`config.mk`:
```
export PLATFORM = sky130hd
export DESIGN_NAME = fifo_queue_with_prefix_reverse
export DESIGN_NICKNAME = d
export VERILOG_FILES = /design/src/rtl/fqr_pkg.sv /design/src/rtl/fqr_ram.sv /design/src/rtl/fifo_queue_with_prefix_reverse.sv
export SDC_FILE = /design/constraint.sdc
export NUM_CORES = 1
export LEC_CHECK = 0
export ABC_AREA = 1
export ABC_CLOCK_PERIOD_IN_PS = 29300
export BUFFER_PORTS_ARGS = -buffer_cell sky130_fd_sc_hd__buf_2
export CAP_MARGIN = 20
export CORE_ASPECT_RATIO = 1.75
export CORE_MARGIN = 5
export CORE_UTILIZATION = 25
export DETAILED_ROUTE_END_ITERATION = 8
export GPL_TIMING_DRIVEN = 0
export PLACE_DENSITY = 0.47
export SETUP_SLACK_MARGIN = 0.05
export SLEW_MARGIN = 10
export SYNTH_ARGS = -nofsm -noshare
export SYNTH_HDL_FRONTEND = slang
export SYNTH_SLANG_ARGS = --single-unit
```
`constraint.sdc`:
```
create_clock -name clk -period 29.3 [get_ports clk]
set_input_delay 4.395 -clock clk [delete_from_list [all_inputs] [get_ports clk]]
set_output_delay 4.395 -clock clk [all_outputs]
set_load 0.005 [all_outputs]
```
`src/rtl/fqr_pkg.sv`:
```
package fqr_pkg;

  localparam int DEPTH  = 16;
  localparam int ADDR_W = $clog2(DEPTH);
  localparam int CNT_W  = $clog2(DEPTH + 1);
  localparam int DATA_W = 32;

  localparam logic [1:0] OP_ENQ = 2'd0;
  localparam logic [1:0] OP_DEQ = 2'd1;
  localparam logic [1:0] OP_REV = 2'd2;

  localparam logic [1:0] ST_OK    = 2'd0;
  localparam logic [1:0] ST_EMPTY = 2'd1;
  localparam logic [1:0] ST_FULL  = 2'd2;
  localparam logic [1:0] ST_BADK  = 2'd3;

  typedef enum logic [2:0] {
    S_IDLE,
    S_DQ_WAIT,
    S_RV_RDA,
    S_RV_RDB,
    S_RV_WRA,
    S_RV_WRB,
    S_FIN
  } state_t;

endpackage

```
`src/rtl/fqr_ram.sv`:
```
module fqr_ram #(
  parameter int WIDTH = 32,
  parameter int DEPTH = 16
) (
  input  logic                     clk,
  input  logic                     we,
  input  logic [$clog2(DEPTH)-1:0] waddr,
  input  logic [WIDTH-1:0]         wdata,
  input  logic [$clog2(DEPTH)-1:0] raddr,
  output logic [WIDTH-1:0]         rdata
);

  logic [WIDTH-1:0] mem [DEPTH];

  always_ff @(posedge clk) begin
    if (we) begin
      mem[waddr] <= wdata;
    end
    rdata <= mem[raddr];
  end

endmodule

```
`src/rtl/fifo_queue_with_prefix_reverse.sv`:
```
// Sequencing: enqueue and rejected operations go from accept through S_FIN to the result register,
//   dequeue adds S_DQ_WAIT, and a reverse of k entries makes one read-read-write-write pass per swapped
//   pair, floor(k/2) pairs, through the single-read, single-write slot RAM.
// A new beat is taken only once the last one has left S_FIN; it may be taken while the last result waits.
// Reset (rst_n low, synchronous): queue empty, head index zero, no result pending.
//   Slot RAM is not cleared; an unwritten slot may be read as a queue drains, but that word is masked.
module fifo_queue_with_prefix_reverse (
  input  logic                         clk,
  input  logic                         rst_n,
  input  logic                         in_valid,
  output logic                         in_ready,
  input  logic [1:0]                   in_func,
  input  logic signed [31:0]           in_push_value,
  input  logic [4:0]                   in_reverse_count,
  output logic                         out_valid,
  input  logic                         out_ready,
  output logic signed [31:0]           out_popped_value,
  output logic signed [31:0]           out_head_value,
  output logic signed [31:0]           out_tail_value,
  output logic [4:0]                   out_occupancy,
  output logic                         out_is_empty,
  output logic [1:0]                   out_status
);

  localparam int AW = fqr_pkg::ADDR_W;
  localparam int CW = fqr_pkg::CNT_W;
  localparam int DW = fqr_pkg::DATA_W;

  // Ring position: base plus offset, wrapped once (both are below DEPTH).
  function automatic logic [AW-1:0] ring_pos(input logic [AW-1:0] base,
                                             input logic [AW-1:0] off);
    logic [AW:0] sum;
    sum = {1'b0, base} + {1'b0, off};
    if (sum >= (AW+1)'(fqr_pkg::DEPTH)) begin
      sum = sum - (AW+1)'(fqr_pkg::DEPTH);
    end
    return sum[AW-1:0];
  endfunction

  fqr_pkg::state_t state_r, state_nxt;

  // Queue bookkeeping. head_r and tail_r shadow the oldest and newest slots.
  logic [AW-1:0] head_idx_r, head_idx_nxt;
  logic [CW-1:0] count_r, count_nxt;
  logic [DW-1:0] head_r, head_nxt;
  logic [DW-1:0] tail_r, tail_nxt;
  logic [DW-1:0] popped_r, popped_nxt;
  logic [1:0]    status_r, status_nxt;

  // Reverse walk: lo and hi offsets from the head, tmp holds the low-side word.
  logic [AW-1:0] lo_r, lo_nxt;
  logic [AW-1:0] hi_r, hi_nxt;
  logic [DW-1:0] tmp_r, tmp_nxt;

  // Result register, parting the work from the result channel.
  logic          out_valid_r, out_valid_nxt;
  logic [DW-1:0] out_popped_r, out_popped_nxt;
  logic [DW-1:0] out_head_r, out_head_nxt;
  logic [DW-1:0] out_tail_r, out_tail_nxt;
  logic [CW-1:0] out_count_r, out_count_nxt;
  logic [1:0]    out_status_r, out_status_nxt;

  // Slot RAM port.
  logic          ram_we;
  logic [AW-1:0] ram_waddr;
  logic [DW-1:0] ram_wdata;
  logic [AW-1:0] ram_raddr;
  logic [DW-1:0] ram_rdata;

  logic accept;
  logic is_full;
  logic is_none;
  logic rev_bad;
  logic rev_run;
  logic out_free;
  logic swap_more;
  logic [AW-1:0] lo_inc;
  logic [AW-1:0] hi_dec;

  fqr_ram #(
    .WIDTH(DW),
    .DEPTH(fqr_pkg::DEPTH)
  ) u_slots (
    .clk  (clk),
    .we   (ram_we),
    .waddr(ram_waddr),
    .wdata(ram_wdata),
    .raddr(ram_raddr),
    .rdata(ram_rdata)
  );

  assign in_ready = (state_r == fqr_pkg::S_IDLE);
  assign accept   = in_valid && in_ready;
  assign out_free = !out_valid_r || out_ready;

  assign is_full = (count_r == CW'(fqr_pkg::DEPTH));
  assign is_none = (count_r == '0);
  // A reverse needs k strictly below the count; k of zero or one leaves the order alone.
  assign rev_bad = (32'(in_reverse_count) >= 32'(count_r));
  assign rev_run = !rev_bad && (in_reverse_count > 5'd1);

  // Advance the walk; another pair is left while the inner offsets have not met.
  assign lo_inc    = lo_r + AW'(1);
  assign hi_dec    = hi_r - AW'(1);
  assign swap_more = (lo_inc < hi_dec);

  // Next state.
  always_comb begin
    state_nxt = state_r;
    unique case (state_r)
      fqr_pkg::S_IDLE: begin
        if (accept) begin
          if (in_func == fqr_pkg::OP_DEQ && !is_none) begin
            state_nxt = fqr_pkg::S_DQ_WAIT;
          end else if (in_func == fqr_pkg::OP_REV && rev_run) begin
            state_nxt = fqr_pkg::S_RV_RDA;
          end else begin
            state_nxt = fqr_pkg::S_FIN;
          end
        end
      end
      fqr_pkg::S_DQ_WAIT: state_nxt = fqr_pkg::S_FIN;
      fqr_pkg::S_RV_RDA:  state_nxt = fqr_pkg::S_RV_RDB;
      fqr_pkg::S_RV_RDB:  state_nxt = fqr_pkg::S_RV_WRA;
      fqr_pkg::S_RV_WRA:  state_nxt = fqr_pkg::S_RV_WRB;
      fqr_pkg::S_RV_WRB: begin
        state_nxt = swap_more ? fqr_pkg::S_RV_RDA : fqr_pkg::S_FIN;
      end
      fqr_pkg::S_FIN: begin
        if (out_free) begin
          state_nxt = fqr_pkg::S_IDLE;
        end
      end
      default: state_nxt = fqr_pkg::S_IDLE;
    endcase
  end

  // Datapath, RAM control and result register.
  always_comb begin
    head_idx_nxt   = head_idx_r;
    count_nxt      = count_r;
    head_nxt       = head_r;
    tail_nxt       = tail_r;
    popped_nxt     = popped_r;
    status_nxt     = status_r;
    lo_nxt         = lo_r;
    hi_nxt         = hi_r;
    tmp_nxt        = tmp_r;
    out_valid_nxt  = out_valid_r && !out_ready;
    out_popped_nxt = out_popped_r;
    out_head_nxt   = out_head_r;
    out_tail_nxt   = out_tail_r;
    out_count_nxt  = out_count_r;
    out_status_nxt = out_status_r;
    ram_we         = 1'b0;
    ram_waddr      = ring_pos(head_idx_r, lo_r);
    ram_wdata      = ram_rdata;
    ram_raddr      = ring_pos(head_idx_r, lo_r);

    unique case (state_r)
      fqr_pkg::S_IDLE: begin
        if (accept) begin
          popped_nxt = '0;
          status_nxt = fqr_pkg::ST_OK;
          unique case (in_func)
            fqr_pkg::OP_ENQ: begin
              if (is_full) begin
                status_nxt = fqr_pkg::ST_FULL;
              end else begin
                // Write at the rear; count is below DEPTH here so it fits the offset.
                ram_we    = 1'b1;
                ram_waddr = ring_pos(head_idx_r, count_r[AW-1:0]);
                ram_wdata = in_push_value;
                tail_nxt  = in_push_value;
                if (is_none) begin
                  head_nxt = in_push_value;
                end
                count_nxt = count_r + CW'(1);
              end
            end
            fqr_pkg::OP_DEQ: begin
              if (is_none) begin
                status_nxt = fqr_pkg::ST_EMPTY;
              end else begin
                // Pop the shadowed front, fetch the next oldest word.
                popped_nxt   = head_r;
                head_idx_nxt = ring_pos(head_idx_r, AW'(1));
                ram_raddr    = ring_pos(head_idx_r, AW'(1));
                count_nxt    = count_r - CW'(1);
              end
            end
            fqr_pkg::OP_REV: begin
              if (rev_bad) begin
                status_nxt = fqr_pkg::ST_BADK;
              end else if (rev_run) begin
                lo_nxt = '0;
                hi_nxt = AW'(in_reverse_count - 5'd1);
              end
            end
            default: begin
            end
          endcase
        end
      end
      fqr_pkg::S_DQ_WAIT: begin
        // New front arrives from the RAM; stale when the queue just drained, masked later.
        head_nxt = ram_rdata;
      end
      fqr_pkg::S_RV_RDA: begin
        ram_raddr = ring_pos(head_idx_r, lo_r);
      end
      fqr_pkg::S_RV_RDB: begin
        tmp_nxt   = ram_rdata;
        ram_raddr = ring_pos(head_idx_r, hi_r);
      end
      fqr_pkg::S_RV_WRA: begin
        // High-side word lands on the low side; the first pair refreshes the front.
        ram_we    = 1'b1;
        ram_waddr = ring_pos(head_idx_r, lo_r);
        ram_wdata = ram_rdata;
        if (lo_r == '0) begin
          head_nxt = ram_rdata;
        end
      end
      fqr_pkg::S_RV_WRB: begin
        // The rear is never inside the reversed prefix, so tail_r holds.
        ram_we    = 1'b1;
        ram_waddr = ring_pos(head_idx_r, hi_r);
        ram_wdata = tmp_r;
        lo_nxt    = lo_inc;
        hi_nxt    = hi_dec;
      end
      fqr_pkg::S_FIN: begin
        if (out_free) begin
          out_valid_nxt  = 1'b1;
          out_popped_nxt = popped_r;
          out_head_nxt   = is_none ? '0 : head_r;
          out_tail_nxt   = is_none ? '0 : tail_r;
          out_count_nxt  = count_r;
          out_status_nxt = status_r;
        end
      end
      default: begin
      end
    endcase
  end

  always_ff @(posedge clk) begin
    if (!rst_n) begin
      state_r     <= fqr_pkg::S_IDLE;
      head_idx_r  <= '0;
      count_r     <= '0;
      out_valid_r <= 1'b0;
    end else begin
      state_r     <= state_nxt;
      head_idx_r  <= head_idx_nxt;
      count_r     <= count_nxt;
      out_valid_r <= out_valid_nxt;
    end
  end

  always_ff @(posedge clk) begin
    head_r       <= head_nxt;
    tail_r       <= tail_nxt;
    popped_r     <= popped_nxt;
    status_r     <= status_nxt;
    lo_r         <= lo_nxt;
    hi_r         <= hi_nxt;
    tmp_r        <= tmp_nxt;
    out_popped_r <= out_popped_nxt;
    out_head_r   <= out_head_nxt;
    out_tail_r   <= out_tail_nxt;
    out_count_r  <= out_count_nxt;
    out_status_r <= out_status_nxt;
  end

  assign out_valid        = out_valid_r;
  assign out_popped_value = out_popped_r;
  assign out_head_value   = out_head_r;
  assign out_tail_value   = out_tail_r;
  assign out_occupancy    = 5'(out_count_r);
  assign out_is_empty     = (out_count_r == '0);
  assign out_status       = out_status_r;

endmodule

```
==> out/results.ini, run 1 <==
[outcome]
status=finished, final reports clean

[synth]
yosysTopAreaCell=edfxtp_1
synthCells=3036
yosys_warnings=0
synth_area_leaders=edfxtp_1 (67%), nand3_1 (8.9%), nand2_1 (7.0%)
netlist_area_sq_um=33900
yosysTopAreaCellShare_pct=66.6
synth.distinct_cells=37
synth_nets=3109
synth.avg_cell_area_sq_um=11.2
ys_seq_elements=798
seq_area_frac_synth_pct=69.3

[pwr]
seq_power_share_pct=36.4
swShare_pct=43.0
power_switching_uw=2010
leakage_uw=0.0161
p_per_area_nw_per_um2=116
power_frac_clock_pct=19.7
comb_power_share_pct=43.9
irDropWorstVdd_mv=0.0473
p_int_uw=2660

[clock_network]
clk_pin_slew_ns=0.07
numCtsBuffers=69
cts_tree=done
clockRootBuffer=clkbuf_16
clockBufferDepth=3
clk-insertion-delay-late_ns=0.67
h-tree-depth=3
post-cts-setup-buffer-count=0
ctsResizeCount=0
clock-sinks=798
cts_hold_buf=0

[global_routing]
overflow=0
track_usage_pct=15.1
grt_pass1_wl_um=158000
antenna_found_initial=2
grt_pass1_vias=23000
grt_max_degree=37

[final_layout]
layout.nets=3399
seq_area_sq_um=23500
drive_above_1_share_pct=13.3
fin_area_sq_um=40100
multiInputGateArea_sq_um=7990
filler_cell_count=13900
area_delta_synth_final_pct=18.3

[routing]
post_drt_via_cell_ratio=4.38
antenna_left=0
firstDrtPassIters=7
drc=0
vias=22700
drt_iter0_markers=1666
wire_per_inst_um=21.3
routed_wl_um=110000

[floorplan]
rows=179
die_x_um=288
coreArea_sq_um=135000
die_y_um=497
top_level_ports=149
start_util_pct=25.0
die_area_sq_um=143000

[place]
post-dp-hpwl_um=82100
port_buffers=148
placed_area_sq_um=38000
finalWeightedCongestion=0.847

[setup_path]
critPathKind=reg2out
required_ns=24.90
start_kind=flip-flop
cp_max_fo=10
timing.critical_path.to_type=output pin
crit_arrival_ns=3.09

[sta]
finalSetupTns_ns=0
min_period_ns=7.48
maxSlewViolCount=0
worst_slew_pin_slew_ns=0.987
setup_viol=0
post-route-period-util_pct=25.5
rsz0062_at_grt=no
fmax_mhz=134
hold_viol_final=0
relSlewSlack_pct=33.9
fin_skew_ns=0.0231

[job]
max_cap_violations=0

[hold_path]
hold_path_class=reg2reg

## cell usage after synthesis
| library cell | n |
|---|---|
| a21o_1 | 1 |
| buf_2 | 65 |
| inv_2 | 1 |
| o211ai_1 | 27 |
| nor2_1 | 100 |
| clkbuf_1 | 35 |
| clkinv_1 | 5 |
| buf_1 | 32 |
| fa_1 | 4 |
| nand4_1 | 2 |
| o21ai_0 | 51 |
| o21a_1 | 2 |
| nand3_1 | 602 |
| dfxtp_1 | 45 |
| nand2_1 | 632 |
| buf_4 | 29 |
| o311ai_0 | 1 |
| nor2_2 | 1 |
| a21boi_0 | 2 |
| xnor2_1 | 9 |
| inv_1 | 456 |
| nand3_2 | 1 |
| o31ai_1 | 9 |
| a311oi_1 | 1 |
| nor4_1 | 1 |
| mux2i_1 | 1 |
| nor3_1 | 4 |
| xor2_1 | 8 |
| buf_6 | 5 |
| nand2_2 | 3 |
| nor2_4 | 1 |
| edfxtp_1 | 753 |
| nand3b_1 | 91 |
| nor3b_1 | 1 |
| or2_2 | 2 |
| ha_1 | 26 |
| a21oi_1 | 27 |
## critical path, stage by stage (launching register included)
cell,delay [ns]
dfxtp_1,0.37
nor2_1,0.15
nand2_2,0.22
inv_1,0.19
clkbuf_1,0.56
clkbuf_1,0.65
buf_2,0.28
## through the flow
| stage | instances | setup WS (ns) | hold slack, ns | power (uW) | utilization, % |
|---|---|---|---|---|---|
| final | 5192 | 21.82 | 0.418 | 4670 | 29.6 |
| after floorplan | 3036 | 14.34 | 0.400 | 2810 | - |
| after CTS | 5191 | 21.71 | 0.420 | 4700 | 29.6 |
| after global placement | 4994 | 9.33 | 0.401 | 3680 | 27.3 |
| after detailed placement | 5065 | 21.14 | 0.405 | 3780 | 28.0 |
| after global routing | 5192 | 21.54 | 0.425 | 4890 | 29.6 |
## final timing paths
kind                         end         from  slack, ns  cells after the start
max                     in_ready   state_r[0]      21.82                      6
min          out_popped_value[7]  popped_r[7]       0.42                      0
max reg2reg  u_slots.mem[15][27]   state_r[0]      25.15                     12
min reg2reg  out_popped_value[7]  popped_r[7]       0.42                      0
## per-layer routing
layer / GRT usage (%) / share of wire (%) / routed length [um]
met3: 1.95 / 4.6 / 5070
met1: 14.7 / 33 / 36900
met4: 8.61 / 6.5 / 7170
met5: 0 / 0.012 / 13
met2: 29.7 / 55 / 61300
## power by group through the flow
stage / logic (uW) / clock network, uW / registers [uW]
2_1_floorplan: 1080 / 0 / 1730
3_3_place_gp: 1920 / 0 / 1760
3_5_place_dp: 2050 / 0 / 1730
4_1_cts: 2060 / 943 / 1700
5_1_grt: 2190 / 981 / 1720
6_report: 2050 / 922 / 1700
## layout make-up
class                           count  area share (%)
Buffer                            166            2.12
Antenna cell                        1         0.00624
Sequential cell                   798            58.6
Inverter                          462            4.32
Clock buffer                       88            4.67
Tap cell                         1810            5.64
Clock inverter                     38           0.745
Timing Repair Buffer              219            3.97
Multi-Input combinational cell   1610            19.9
## cells in the final DEF, fill, tap and decap left out, types with 17 or more instances in the layout
| master | instances |
|---|---|
| buf_4 | 68 |
| buf_2 | 217 |
| clkbuf_16 | 72 |
| buf_1 | 31 |
| clkinv_1 | 22 |
| clkbuf_1 | 50 |
| inv_1 | 455 |
| nor2_1 | 84 |
| edfxtp_1 | 753 |
| dfxtp_1 | 45 |
| buf_12 | 20 |
| nand3b_1 | 91 |
| nand2_1 | 632 |
| o21ai_0 | 41 |
| nor2_4 | 17 |
| o211ai_1 | 27 |
| nand3_1 | 602 |
| a21oi_1 | 26 |
| ha_1 | 26 |
## state kept, by name (all words and copies together) (netlist names)
signal	flops
popped_r	32
tmp_r	32
out_valid	1
out_tail_value	32
u_slots.mem	512
hi_r	4
out_popped_value	32
u_slots.rdata	32
out_head_value	32
tail_r	32
head_r	32
lo_r	4
out_occupancy	5
status_r	2
head_idx_r	4
out_status	2
count_r	5
state_r	3
## kinds of logic (layout without fill, tap and decap cells)
kind of cell             Yosys count  in the layout  synth area share (%)
buffers and inverters            628            973                  7.62
adder cells (fa/ha/maj)           30             30                  1.19
flip-flops                       798            798                  69.3
other                              0              1                     0
XOR/XNOR                          17             17                 0.439
multiplexers                       1              1                0.0295
AND/OR/NAND/NOR                 1441           1441                  19.3
AO/OA/AOI/OAI                    121            121                  2.11
Power figures use the tool's default switching activity.
==> run 2: changes to the inputs <==
--- a/config.mk
+++ b/config.mk
@@ -6,7 +6,7 @@
 export NUM_CORES = 1
 export LEC_CHECK = 0
 export ABC_AREA = 1
-export ABC_CLOCK_PERIOD_IN_PS = 29300
+export ABC_CLOCK_PERIOD_IN_PS = 7750
 export BUFFER_PORTS_ARGS = -buffer_cell sky130_fd_sc_hd__buf_2
 export CAP_MARGIN = 20
 export CORE_ASPECT_RATIO = 1.75
==> constraint.sdc (replaced) <==
create_clock -name clk -period 7.75 [get_ports clk]
set_input_delay 1.1625 -clock clk [delete_from_list [all_inputs] [get_ports clk]]
set_output_delay 1.1625 -clock clk [all_outputs]
set_load 0.005 [all_outputs]
==> out/results.ini, run 2 (same netlist as run 1, synthesis figures left out) <==
[setup_path]
timing.rr.start=state_r[0]  ; unchanged
required_ns=6.59  ; was 24.90 ns
cp_max_fo=10  ; unchanged
critPathKind=reg2out  ; unchanged
r2r-end=u_slots.mem[13][23]  ; was u_slots.mem[15][27]
regToRegSetupSlack_ns=3.60  ; was 25.15 ns
reg2reg_depth=11  ; was 12
timing.critical_path.to_type=output pin  ; unchanged
crit_arrival_ns=3.14  ; was 3.09 ns
start_kind=flip-flop  ; unchanged

[clock_network]
clockBufferDepth=3  ; unchanged
h-tree-depth=3  ; unchanged
cts_tree=done  ; unchanged
clockRootBuffer=clkbuf_16  ; unchanged
ctsResizeCount=0  ; unchanged
cts_hold_buf=0  ; unchanged
post-cts-setup-buffer-count=0  ; unchanged
clock-sinks=798  ; unchanged
clk-insertion-delay-late_ns=0.67  ; about the same
numCtsBuffers=70  ; was 69
clk_pin_slew_ns=0.07  ; about the same

[pwr]
power_switching_uw=7620  ; was 2010 uW
swShare_pct=42.8  ; was 43.0%
power_frac_clock_pct=20.3  ; was 19.7%
leakage_uw=0.0161  ; about the same
comb_power_share_pct=43.5  ; was 43.9%
p_per_area_nw_per_um2=443  ; was 116 nW/um^2
p_int_uw=10200  ; was 2660 uW
irDropWorstVdd_mv=0.210  ; was 0.0473 mV
seq_power_share_pct=36.2  ; was 36.4%

[sta]
hold_viol_final=0  ; unchanged
fmax_mhz=232
post-route-period-util_pct=55.5
setup_viol=0  ; unchanged
hold_slack_ns=0.418  ; about the same
finalSetupTns_ns=0  ; unchanged
relSlewSlack_pct=30.5  ; was 33.9%
rsz0062_at_grt=no  ; unchanged
min_period_ns=4.30
fin_ws_ns=3.45  ; was 21.82 ns
fin_skew_ns=0.0227  ; was 0.0231 ns
worst_slew_pin_slew_ns=1.04  ; was 0.987 ns
maxSlewViolCount=0  ; unchanged

[routing]
firstDrtPassIters=8  ; was 7
post_drt_via_cell_ratio=4.36  ; was 4.38
drt_iter0_markers=1566  ; was 1666
vias=22600  ; was 22700
routed_wl_um=110000  ; about the same
antenna_left=0  ; unchanged
wire_per_inst_um=21.3  ; about the same
drc=0  ; unchanged

[global_routing]
antenna_found_initial=1  ; was 2
grt_pass1_wl_um=157000  ; was 158000 um
grt_pass1_vias=22800  ; was 23000
overflow=0  ; unchanged
grt_max_degree=37  ; unchanged
track_usage_pct=15.0  ; was 15.1%

[hold_path]
holdPathEnd=out_popped_value[6]  ; was out_popped_value[7]
hold_path_class=reg2reg  ; unchanged
hp-start=popped_r[6]  ; was popped_r[7]
min_path_cells=0  ; unchanged

[final_layout]
layout.nets=3391  ; was 3399
final_cells=5184  ; was 5192
final_common_cell=edfxtp_1  ; unchanged
drive_above_1_share_pct=13.3  ; about the same
largest_reg_flops=512  ; unchanged
top_register=u_slots.mem  ; unchanged
area_delta_synth_final_pct=18.4  ; was 18.3%
fin_util_pct=29.6  ; about the same
filler_cell_count=13900  ; about the same
final_cell_mix=edfxtp_1 (753), nand2_1 (632), nand3_1 (602)  ; unchanged

[place]
dp.cells=5056  ; was 5065
port_buffers=148  ; unchanged
post-dp-hpwl_um=81900  ; was 82100 um
pre_cts_ws_ns=3.07  ; was 21.14 ns
finalWeightedCongestion=0.838  ; was 0.847

[floorplan]
rows=179  ; unchanged
die_x_um=288  ; unchanged
start_util_pct=25.0  ; unchanged
die_area_sq_um=143000  ; unchanged
die_y_um=497  ; unchanged
coreArea_sq_um=135000  ; unchanged
top_level_ports=149  ; unchanged

[outcome]
status=finished, final reports clean  ; unchanged

[job]
max_cap_violations=0  ; unchanged

[run 2: cell types whose count changed in the layout (fill, tap and decap cells not counted), moves of 2 or more]
cell	previous run	this run
buf_2	217	214
buf_4	68	59
buf_6	9	14
bufinv_16	4	7
clkbuf_1	50	47
clkinv_1	22	15
clkinv_2	9	16
clkinv_4	2	0
clkinvlp_4	0	5
inv_6	6	4
[run 2: power by group through the flow]
stage / clock network, uW / registers [uW] / logic, uW
after global routing: 3850 / 6490 / 8240
after detailed placement: 0 / 6530 / 7730
after floorplan: 0 / 6520 / 4080
after CTS: 3700 / 6440 / 7760
after global placement: 0 / 6640 / 7280
final: 3620 / 6430 / 7740
[run 2: worst max path at each step]
stage                     cells after the start  startpoint            endpoint  slack (ns)
final                                         6  state_r[0]            in_ready        3.45
after global routing                          6  state_r[0]            in_ready        3.37
after CTS                                     6  state_r[0]            in_ready        3.38
after detailed placement                     11    in_valid  u_slots.mem[8][28]        3.07
after global placement                        3   out_ready  out_tail_value[23]       -2.44
after floorplan                               2   out_ready   out_head_value[0]        0.38
[run 2: routing by layer]
layer / up-vias / track usage (%) / share of wire, %
met4: 0 / 8.35 / 6.2
met3: 284 / 1.92 / 4.5
met1: 10800 / 14.7 / 34
met2: 737 / 29.6 / 56
li1: 10800 / - / -
met5: - / 0 / 0
[run 2: area by class of cell]
type	instances	area, sq um	area share (%)
inverter	462	1730	4.32
multi-input combinational	1610	8000	19.9
clock inverter	42	400	0.997
clock buffer	85	1870	4.66
antenna	1	2.50	0.00623
timing repair buffer	210	1520	3.79
buffer	166	852	2.12
sequential	798	23500	58.5
tap	1810	2260	5.64
[run 2: per-stage QoR]
step / power [uW] / area (sq um)
2_1_floorplan: 10600 / 33900
3_3_place_gp: 13900 / 36900
3_5_place_dp: 14300 / 37900
4_1_cts: 17900 / 40200
5_1_grt: 18600 / 40200
6_report: 17800 / 40200
[run 2: critical path, cell delays in order, from the launching register on]
cell and delay [ns]:
dfxtp_1 0.40, nor2_1 0.17, nand2_2 0.22, inv_1 0.19, clkbuf_1 0.54, clkbuf_1 0.65, buf_2 0.29
